[config.mk]
export PLATFORM = sky130hd
export DESIGN_NAME = sync_escape_frame_receiver_core
export DESIGN_NICKNAME = d
export VERILOG_FILES = /design/src/sefr_pkg.sv /design/src/sefr_front.sv /design/src/sefr_queue.sv /design/src/sefr_back.sv /design/src/sync_escape_frame_receiver_core.sv
export VERILOG_INCLUDE_DIRS = /design/src /design/src/src
export SDC_FILE = /design/constraint.sdc
export NUM_CORES = 1
export LEC_CHECK = 0
export BUFFER_PORTS_ARGS = -buffer_cell sky130_fd_sc_hd__buf_2
export CORE_ASPECT_RATIO = 1.1
export CORE_MARGIN = 4
export CORE_UTILIZATION = 25
export DETAILED_ROUTE_END_ITERATION = 6
export MAX_ROUTING_LAYER = met4
export PLACE_DENSITY_LB_ADDON = 0.15
export SLEW_MARGIN = 20
export SYNTH_ARGS = -nofsm -noshare
export SYNTH_HDL_FRONTEND = slang
export SYNTH_SLANG_ARGS = --single-unit
[constraint.sdc]
create_clock -name clk -period 9.7 [get_ports clk]
set_clock_uncertainty 0.2 [all_clocks]
set_input_delay 0.97 -clock clk [delete_from_list [all_inputs] [get_ports clk]]
set_output_delay 0.97 -clock clk [all_outputs]
set_load 0.05 [all_outputs]
[src/assert_macros.svh]
// Assertion macros shared by the sync/escape frame receiver modules.
// Each macro takes label, clock, synchronous reset, expression and message.
`ifndef ASSERT_MACROS_SVH
`define ASSERT_MACROS_SVH

// Checks that a property holds at every clock edge outside reset.
`define SEFR_ASSERT(label, clk, rst, prop, msg) \
  label: assert property (@(posedge clk) disable iff (rst) (prop)) else $error(msg);

// Checks that a condition is never true outside reset.
`define SEFR_NEVER(label, clk, rst, cond, msg) \
  label: assert property (@(posedge clk) disable iff (rst) !(cond)) else $error(msg);

`endif

[src/sefr_pkg.sv]
// Package of the sync/escape frame receiver: types, codes and constants.
// Used by every module of the block; depends on nothing.
`default_nettype none

package sefr_pkg;

  localparam logic [7:0] SYNC_BYTE   = 8'hE0;
  localparam logic [7:0] ESC_BYTE    = 8'hD0;
  localparam logic [3:0] LIMIT_RESET = 4'd3;
  localparam int unsigned QUEUE_DEPTH = 4;
  localparam int unsigned QUEUE_PTR_W = $clog2(QUEUE_DEPTH);
  localparam int unsigned QUEUE_CNT_W = $clog2(QUEUE_DEPTH + 1);

  typedef enum logic [1:0] {
    PH_HUNT = 2'd0,
    PH_ADDR = 2'd1,
    PH_LEN  = 2'd2,
    PH_BODY = 2'd3
  } phase_t;

  typedef enum logic [2:0] {
    ST_BYTE    = 3'd0,
    ST_GOOD    = 3'd1,
    ST_CKERR   = 3'd2,
    ST_TIMEOUT = 3'd3,
    ST_ZEROLEN = 3'd4
  } status_t;

  typedef enum logic {
    CMD_BYTE = 1'b0,
    CMD_IDLE = 1'b1
  } command_t;

  // A classified request as it travels from the front end to the back end.
  typedef struct packed {
    command_t   cmd;
    logic [7:0] raw;
    logic       is_sync;
    logic       is_esc;
  } item_t;

endpackage

`default_nettype wire

[src/sefr_front.sv]
// Front end of the frame receiver: takes input requests and classifies them.
// Depends on sefr_pkg; feeds sefr_queue.
`default_nettype none

module sefr_front (
  input  wire logic            s_tvalid,
  output logic                 s_tready,
  input  wire logic [7:0]      s_tdata,
  input  wire logic            s_tuser,
  input  wire logic            queue_full,
  output logic                 push,
  output sefr_pkg::item_t      push_item
);

  assign s_tready = !queue_full;
  assign push     = s_tvalid && !queue_full;

  always_comb begin
    push_item.cmd     = sefr_pkg::command_t'(s_tuser);
    push_item.raw     = s_tdata;
    push_item.is_sync = (s_tuser == sefr_pkg::CMD_BYTE) && (s_tdata == sefr_pkg::SYNC_BYTE);
    push_item.is_esc  = (s_tuser == sefr_pkg::CMD_BYTE) && (s_tdata == sefr_pkg::ESC_BYTE);
  end

endmodule

`default_nettype wire

[src/sefr_queue.sv]
// Short register queue between the front end and the back end.
// Depends on sefr_pkg and assert_macros.svh.
`default_nettype none
`include "assert_macros.svh"

module sefr_queue (
  input  wire logic            clk,
  input  wire logic            rst,
  input  wire logic            push,
  input  wire sefr_pkg::item_t push_item,
  input  wire logic            pop,
  output logic                 full,
  output logic                 not_empty,
  output sefr_pkg::item_t      head
);

  localparam int unsigned PW = sefr_pkg::QUEUE_PTR_W;
  localparam int unsigned CW = sefr_pkg::QUEUE_CNT_W;

  sefr_pkg::item_t entries [sefr_pkg::QUEUE_DEPTH];
  logic [PW-1:0]   wr_ptr;
  logic [PW-1:0]   rd_ptr;
  logic [CW-1:0]   count;

  assign full      = (count == CW'(sefr_pkg::QUEUE_DEPTH));
  assign not_empty = (count != '0);
  assign head      = entries[rd_ptr];

  always_ff @(posedge clk) begin
    if (push) begin
      entries[wr_ptr] <= push_item;
    end
  end

  always_ff @(posedge clk) begin
    if (rst) begin
      wr_ptr <= '0;
      rd_ptr <= '0;
      count  <= '0;
    end else begin
      if (push) begin
        wr_ptr <= wr_ptr + PW'(1);
      end
      if (pop) begin
        rd_ptr <= rd_ptr + PW'(1);
      end
      if (push && !pop) begin
        count <= count + CW'(1);
      end else if (pop && !push) begin
        count <= count - CW'(1);
      end
    end
  end

  `SEFR_NEVER(a_no_push_full, clk, rst, push && full, "push into a full queue")
  `SEFR_NEVER(a_no_pop_empty, clk, rst, pop && !not_empty, "pop from an empty queue")
  `SEFR_ASSERT(a_count_bound, clk, rst, count <= CW'(sefr_pkg::QUEUE_DEPTH), "queue overflow")

endmodule

`default_nettype wire

[src/sefr_back.sv]
// Back end of the frame receiver: frame state, checksum, timeout and result register.
// Depends on sefr_pkg and assert_macros.svh; reads from sefr_queue.
`default_nettype none
`include "assert_macros.svh"

module sefr_back (
  input  wire logic            clk,
  input  wire logic            rst,
  input  wire logic            cfg_we,
  input  wire logic [3:0]      cfg_data,
  input  wire logic            not_empty,
  input  wire sefr_pkg::item_t head,
  output logic                 pop,
  output logic                 m_tvalid,
  input  wire logic            m_tready,
  output logic [23:0]          m_tdata,
  output logic                 m_tlast,
  output logic [2:0]           m_tuser
);

  logic [3:0]       idle_poll_limit;
  sefr_pkg::phase_t phase;
  sefr_pkg::phase_t phase_next;
  logic             escape_pending;
  logic             escape_pending_next;
  logic [7:0]       running_sum;
  logic [7:0]       running_sum_next;
  logic [7:0]       frame_length;
  logic [7:0]       frame_length_next;
  logic [8:0]       position;
  logic [8:0]       position_next;
  logic [3:0]       idle_count;
  logic [3:0]       idle_count_next;

  logic              out_valid;
  logic [7:0]        out_byte;
  logic [8:0]        out_index;
  logic              out_last;
  sefr_pkg::status_t out_status;

  logic              emit;
  logic [7:0]        emit_byte;
  logic [8:0]        emit_index;
  logic              emit_last;
  sefr_pkg::status_t emit_status;
  logic [7:0]        value;

  assign pop = not_empty && (!out_valid || m_tready);

  always_comb begin
    phase_next          = phase;
    escape_pending_next = escape_pending;
    running_sum_next    = running_sum;
    frame_length_next   = frame_length;
    position_next       = position;
    idle_count_next     = idle_count;
    emit                = 1'b0;
    emit_byte           = '0;
    emit_index          = '0;
    emit_last           = 1'b0;
    emit_status         = sefr_pkg::ST_BYTE;
    value               = escape_pending ? (head.raw + 8'd1) : head.raw;

    if (head.cmd == sefr_pkg::CMD_IDLE) begin
      if (phase == sefr_pkg::PH_HUNT) begin
        idle_count_next = idle_poll_limit;
      end else if (idle_count <= 4'd1) begin
        emit                = 1'b1;
        emit_index          = position;
        emit_last           = 1'b1;
        emit_status         = sefr_pkg::ST_TIMEOUT;
        phase_next          = sefr_pkg::PH_HUNT;
        escape_pending_next = 1'b0;
        idle_count_next     = idle_poll_limit;
      end else begin
        idle_count_next = idle_count - 4'd1;
      end
    end else begin
      idle_count_next = idle_poll_limit;
      if (!escape_pending && head.is_sync) begin
        phase_next        = sefr_pkg::PH_ADDR;
        running_sum_next  = '0;
        frame_length_next = '0;
        position_next     = 9'd1;
        emit              = 1'b1;
        emit_byte         = sefr_pkg::SYNC_BYTE;
      end else if (phase == sefr_pkg::PH_HUNT) begin
        emit = 1'b0;
      end else if (!escape_pending && head.is_esc) begin
        escape_pending_next = 1'b1;
      end else begin
        escape_pending_next = 1'b0;
        emit                = 1'b1;
        emit_byte           = value;
        unique case (phase)
          sefr_pkg::PH_ADDR: begin
            running_sum_next = value;
            phase_next       = sefr_pkg::PH_LEN;
            position_next    = 9'd2;
            emit_index       = 9'd1;
          end
          sefr_pkg::PH_LEN: begin
            frame_length_next = value;
            running_sum_next  = running_sum + value;
            emit_index        = 9'd2;
            if (value == 8'd0) begin
              emit_last       = 1'b1;
              emit_status     = sefr_pkg::ST_ZEROLEN;
              phase_next      = sefr_pkg::PH_HUNT;
              idle_count_next = idle_poll_limit;
            end else begin
              phase_next    = sefr_pkg::PH_BODY;
              position_next = 9'd3;
            end
          end
          sefr_pkg::PH_BODY: begin
            emit_index = position;
            if (position >= ({1'b0, frame_length} + 9'd2)) begin
              emit_last       = 1'b1;
              emit_status     = (value == running_sum) ? sefr_pkg::ST_GOOD
                                                       : sefr_pkg::ST_CKERR;
              phase_next      = sefr_pkg::PH_HUNT;
              idle_count_next = idle_poll_limit;
            end else begin
              running_sum_next = running_sum + value;
              position_next    = position + 9'd1;
            end
          end
          default: begin
            emit = 1'b0;
          end
        endcase
      end
    end
  end

  always_ff @(posedge clk) begin
    if (rst) begin
      idle_poll_limit <= sefr_pkg::LIMIT_RESET;
    end else if (cfg_we) begin
      idle_poll_limit <= cfg_data;
    end
  end

  always_ff @(posedge clk) begin
    if (rst) begin
      phase          <= sefr_pkg::PH_HUNT;
      escape_pending <= 1'b0;
      running_sum    <= '0;
      frame_length   <= '0;
      position       <= '0;
      idle_count     <= sefr_pkg::LIMIT_RESET;
    end else if (pop) begin
      phase          <= phase_next;
      escape_pending <= escape_pending_next;
      running_sum    <= running_sum_next;
      frame_length   <= frame_length_next;
      position       <= position_next;
      idle_count     <= idle_count_next;
    end
  end

  always_ff @(posedge clk) begin
    if (rst) begin
      out_valid <= 1'b0;
    end else if (pop) begin
      out_valid <= emit;
    end else if (m_tready) begin
      out_valid <= 1'b0;
    end
  end

  always_ff @(posedge clk) begin
    if (pop && emit) begin
      out_byte   <= emit_byte;
      out_index  <= emit_index;
      out_last   <= emit_last;
      out_status <= emit_status;
    end
  end

  assign m_tvalid = out_valid;
  assign m_tdata  = {7'd0, out_index, out_byte};
  assign m_tlast  = out_last;
  assign m_tuser  = out_status;

  `SEFR_NEVER(a_no_escape_hunting, clk, rst,
    escape_pending && (phase == sefr_pkg::PH_HUNT), "escape pending while hunting")
  `SEFR_ASSERT(a_error_is_last, clk, rst,
    m_tvalid && (m_tuser != sefr_pkg::ST_BYTE) |-> m_tlast, "frame end without last")
  `SEFR_ASSERT(a_end_to_hunt, clk, rst,
    pop && emit && emit_last |=> phase == sefr_pkg::PH_HUNT, "frame end did not return to hunt")

endmodule

`default_nettype wire

[src/sync_escape_frame_receiver_core.sv]
// Top level of the sync/escape frame receiver.
// Depends on sefr_pkg, sefr_front, sefr_queue and sefr_back.
//
// Input channel (s_*): one request per received byte (s_tuser = 0, byte in
// s_tdata) or per idle poll period (s_tuser = 1). Output channel (m_*): one
// result for every stored frame byte, carrying the unescaped byte and its
// index in m_tdata, the status code in m_tuser, and m_tlast on the last result
// of a frame or on an error. Escape markers give no result, polls only on timeout.
// The idle poll limit is written through cfg_we and cfg_data; the user must
// write it only while idle, as the block itself does not enforce this. Each
// accepted request is stored in the queue, and the result register loads when
// the back end pops it. Throughput is one request per cycle while the result
// register is empty or m_tready is high.
// When the receiver stalls, a four-entry queue keeps taking requests until it
// fills, and then s_tready drops. Reset empties the queue and the result
// register, returns to hunting for sync and restores the idle poll limit to 3.
`default_nettype none

module sync_escape_frame_receiver_core (
  input  wire logic        clk,
  input  wire logic        rst,
  input  wire logic        cfg_we,
  input  wire logic [3:0]  cfg_data,
  input  wire logic        s_tvalid,
  output logic             s_tready,
  input  wire logic [7:0]  s_tdata,   // [7:0] rx_byte
  input  wire logic        s_tuser,   // [0] command
  output logic             m_tvalid,
  input  wire logic        m_tready,
  output logic [23:0]      m_tdata,   // [7:0] frame_byte, [16:8] byte_index, rest zero
  output logic             m_tlast,
  output logic [2:0]       m_tuser    // [2:0] status
);

  logic            push;
  sefr_pkg::item_t push_item;
  logic            queue_full;
  logic            queue_not_empty;
  sefr_pkg::item_t queue_head;
  logic            pop;

  sefr_front u_front (
    .s_tvalid   (s_tvalid),
    .s_tready   (s_tready),
    .s_tdata    (s_tdata),
    .s_tuser    (s_tuser),
    .queue_full (queue_full),
    .push       (push),
    .push_item  (push_item)
  );

  sefr_queue u_queue (
    .clk       (clk),
    .rst       (rst),
    .push      (push),
    .push_item (push_item),
    .pop       (pop),
    .full      (queue_full),
    .not_empty (queue_not_empty),
    .head      (queue_head)
  );

  sefr_back u_back (
    .clk       (clk),
    .rst       (rst),
    .cfg_we    (cfg_we),
    .cfg_data  (cfg_data),
    .not_empty (queue_not_empty),
    .head      (queue_head),
    .pop       (pop),
    .m_tvalid  (m_tvalid),
    .m_tready  (m_tready),
    .m_tdata   (m_tdata),
    .m_tlast   (m_tlast),
    .m_tuser   (m_tuser)
  );

endmodule

`default_nettype wire
==> results summary <==
The run finished with clean final reports. The die covers 0.0247 mm². Across the whole layout, storage elements account for 0.00287 mm². The max-slew violation count came to 0. The minimum period implied by the final worst setup slack came out at 4370 ps. The relative area change from synthesis to final layout came out at 13.6%. The filler cell count in the final layout is 2309. The worst register-to-register path ends at u_back.running_sum[7].

The share of synthesized cell area in and, or, nand and nor gates came out at 15.8%. The arrival time at the worst endpoint came out at 4460 ps. The number of buffers added to fix hold violations after cts is 0. The slew at the pin with the worst max-slew slack came out at 914 ps. For this design the static power due to leakage is 2.32 nW. The tightest min-delay check is of the register to register type. The cell count of the worst reg-to-reg path came out at 11. The area inside the core boundary came out at 0.0220 mm².

The reg2reg setup slack came out at 5330 ps. Once detailed placement completed, the half-perimeter wirelength came to 9800 µm. Dividing the detail-routed via count by the number of cells gives 4.52. Sequential elements use 51.6% of the synthesized area. The final wirelength is 13100 µm. The biggest area contributor in the post-synthesis netlist is sky130_fd_sc_hd__edfxtp_1. Among all flip-flop cells after synthesis, the most frequent one is sky130_fd_sc_hd__edfxtp_1. The number of global-route vias before repair came out at 3918. By area the synthesized netlist is led by sky130_fd_sc_hd__edfxtp_1 35%, sky130_fd_sc_hd__dfxtp_1 17%, sky130_fd_sc_hd__ha_1 5.8%.

Each instance of the synthesized netlist takes up on average 10.9 µm². The wire length of the first global-routing pass came out at 21300 µm. Once the floorplan was initialized, standard cells occupied 25.3% of the core. The residual overflow from global routing is 0.

The TritonCTS buffer count is 9. The number of DRC violations after detailed routing came out at 0. The detailed router finished its first iteration with 163 violations. The maximum fanout count along the critical path is 12.

The die boundary height is 165 µm. The required time of the critical path is 9800 ps. The number of antenna-violating nets in the routed design came out at 0. The achievable frequency came out at 229 MHz. The flip-flop and latch count after synthesis came out at 111. For this run, the total global-route usage over all layers was measured as 11.6%. In this run, distinct cell masters in the synthesized netlist total 63. The CTS tree is yes. In this run the power density over the cells is 253 mW/mm². By area, the combinational part of the netlist is dominated by simple AND/OR/NAND/NOR gates.

Across the VDD grid, the largest voltage drop is 0.000120 V. The per-cell routed wire length came out at 15.5 µm. The number of search-and-repair iterations in the first detailed-routing pass is 4. The finished cells cover 0.00632 mm². The cell area reported after detailed placement came out at 0.00604 mm².

The non-filler instance count after layout is 846. The xor/xnor cell area share of the yosys netlist is 3.44%. The minimum hold slack is 266 ps. The initial antenna violation count is 0. The hold violation count in the final report is 0. Yosys mapped a number of flops with a built-in enable equal to 65. The post-cts sizing count is 0. The synthesized-area fraction occupied by ao, oa, aoi and oai cells is 11.7%. The weighted congestion at the end of routability-driven global placement is 0.876. The synthesized instance count came out at 513. The buffer depth of the longest clock path is 2.

STA classifies the critical path endpoint as a register. In the final timing run, aggregate negative setup slack is 0 ps. Yosys printed 0 warnings. The total via count after detailed routing is 3828.

The worst setup path is of the register to register kind. The top-area cell type share of the netlist area came out at 35.1%. The post-route fraction of the period consumed by the critical path is 45.0%. The deepest level of the CTS H-tree came out at 3. The summed instance area of the synthesized netlist is 0.00557 mm². The post-CTS repair timing setup buffer count came out at 0. Setup repair after global routing left no endpoint under its margin. The multiplexer share of the synthesized area came out at 6.58%. The fraction of the mapped netlist area in adder cells came out at 6.56%. The register clock-pin slew on the reported worst setup and hold paths came out at 80 ps.

The critical path launch point type is a register. Max-cap violations in this run came to 0. Setup violations remaining at the end of the flow were counted as 0.

The clock drives 111 sinks. Once placement completed, the tool counted placed cells totaling 830. The number of top-level pins is 48. The multi-input gate area in the final layout is 0.00248 mm². Clock tree synthesis selected as its root buffer the cell sky130_fd_sc_hd__clkbuf_16.

The share of post-route cells with drive strength above 1 is 14.3%. The antenna diode count is 0. Entering global routing, the biggest net connects 35 pins. The latest clock arrival within the worst-skew pair is 360 ps. The count of input and output buffers came out at 40. At the end of the flow, the number of nets in the layout was 592. The share of async-settable or async-resettable flops after synthesis is 0%. The count of standard-cell rows is 57. The worst slew margin relative to its limit is 38.7%. The critical path ends at u_back.running_sum[7].

The horizontal die dimension came out at 150 µm.
-- synth_stat cells (4+ instances only) --
| cell type | count |
|---|---|
| sky130_fd_sc_hd__a21oi_1 | 28 |
| sky130_fd_sc_hd__a22oi_1 | 11 |
| sky130_fd_sc_hd__and3_1 | 10 |
| sky130_fd_sc_hd__buf_4 | 7 |
| sky130_fd_sc_hd__clkbuf_1 | 14 |
| sky130_fd_sc_hd__dfxtp_1 | 46 |
| sky130_fd_sc_hd__edfxtp_1 | 65 |
| sky130_fd_sc_hd__ha_1 | 26 |
| sky130_fd_sc_hd__inv_1 | 27 |
| sky130_fd_sc_hd__mux2i_1 | 10 |
| sky130_fd_sc_hd__mux4_1 | 5 |
| sky130_fd_sc_hd__mux4_2 | 5 |
| sky130_fd_sc_hd__nand2_1 | 27 |
| sky130_fd_sc_hd__nand2b_1 | 9 |
| sky130_fd_sc_hd__nand3_1 | 12 |
| sky130_fd_sc_hd__nand4_1 | 4 |
| sky130_fd_sc_hd__nor2_1 | 61 |
| sky130_fd_sc_hd__nor2b_1 | 14 |
| sky130_fd_sc_hd__nor3_1 | 14 |
| sky130_fd_sc_hd__o211ai_1 | 4 |
| sky130_fd_sc_hd__o21ai_0 | 20 |
| sky130_fd_sc_hd__o21ai_1 | 13 |
| sky130_fd_sc_hd__xnor2_1 | 10 |
| sky130_fd_sc_hd__xor2_1 | 10 |
-- registers in the layout (all words and copies together) (netlist names), 3 cells and up, named ones only --
register                flops
u_back.position             9
u_queue.entries            44
u_back.running_sum          8
u_back.m_tuser              3
u_back.out_byte             8
u_queue.count               3
u_back.frame_length         8
u_back.idle_count           4
u_back.out_index            9
u_back.idle_poll_limit      4
-- final cells by class --
cell class | instances | area share [%]
clock buffers | 10 | 3.78
multi-input cells | 355 | 39.3
repair buffers | 42 | 3.40
well taps | 295 | 5.84
clock inverters | 6 | 0.692
inverters | 27 | 1.60
flip-flops and latches | 111 | 45.4
-- metal layers --
layer	track usage [%]	routed length [µm]
met5	-	0
met4	3.54	189
met3	2.72	503
met2	19.5	6550
met1	13.8	5900
-- worst min-delay path by stage --
stage                               start                    end  cells past startpoint
finish              u_back.running_sum[6]  u_back.running_sum[6]                      2
global route        u_back.running_sum[6]  u_back.running_sum[6]                      2
CTS                 u_back.running_sum[6]  u_back.running_sum[6]                      2
detailed placement  u_back.running_sum[6]  u_back.running_sum[6]                      2
global placement    u_back.running_sum[6]  u_back.running_sum[6]                      2
floorplan           u_back.running_sum[6]  u_back.running_sum[6]                      2
-- cell families (layout without fill, tap and decap cells) --
| kind of cell | count (synthesis) | after routing |
|---|---|---|
| compound gates | 103 | 103 |
| xor+xnor | 21 | 21 |
| simple gates | 174 | 174 |
| fa+ha+maj | 28 | 28 |
| mux | 22 | 22 |
| flops | 111 | 111 |
| buf+inv | 53 | 85 |
| other cells | 1 | 7 |
-- report_power, final --
group / switching [mW] / internal [mW] / leakage (nW)
Combinational: 0.402 / 0.205 / 1.20
Clock: 0.175 / 0.182 / 0.140
Sequential: 0.0584 / 0.577 / 0.982
-- worst max-delay path: stages (launching register included) --
cell,delay (ps)
sky130_fd_sc_hd__dfxtp_1,780
sky130_fd_sc_hd__mux4_1,770
sky130_fd_sc_hd__ha_1,340
sky130_fd_sc_hd__mux2_2,300
sky130_fd_sc_hd__ha_1,310
sky130_fd_sc_hd__a21oi_1,220
sky130_fd_sc_hd__o211ai_1,160
sky130_fd_sc_hd__o41ai_1,590
sky130_fd_sc_hd__a21oi_1,160
sky130_fd_sc_hd__o22a_1,200
sky130_fd_sc_hd__o22ai_1,130
sky130_fd_sc_hd__a32o_1,140
-- cells in the final DEF, fill, tap and decap left out, types with 14 or more instances in the layout --
master / instances
sky130_fd_sc_hd__edfxtp_1: 65
sky130_fd_sc_hd__a21oi_1: 28
sky130_fd_sc_hd__dfxtp_1: 46
sky130_fd_sc_hd__buf_2: 40
sky130_fd_sc_hd__o21ai_0: 19
sky130_fd_sc_hd__nor2b_1: 14
sky130_fd_sc_hd__o21ai_1: 14
sky130_fd_sc_hd__nor3_1: 14
sky130_fd_sc_hd__inv_1: 27
sky130_fd_sc_hd__nor2_1: 60
sky130_fd_sc_hd__nand2_1: 27
sky130_fd_sc_hd__ha_1: 26
-- per-stage QoR --
step	utilization (%)	setup WS [ps]	power, mW
floorplan	-	6170	1.10
global placement	27.4	5440	1.25
detailed placement	27.4	5330	1.26
CTS	28.7	5310	1.63
global route	28.7	4960	1.71
finish	28.7	5330	1.60
(Power assumes the default switching activity.)
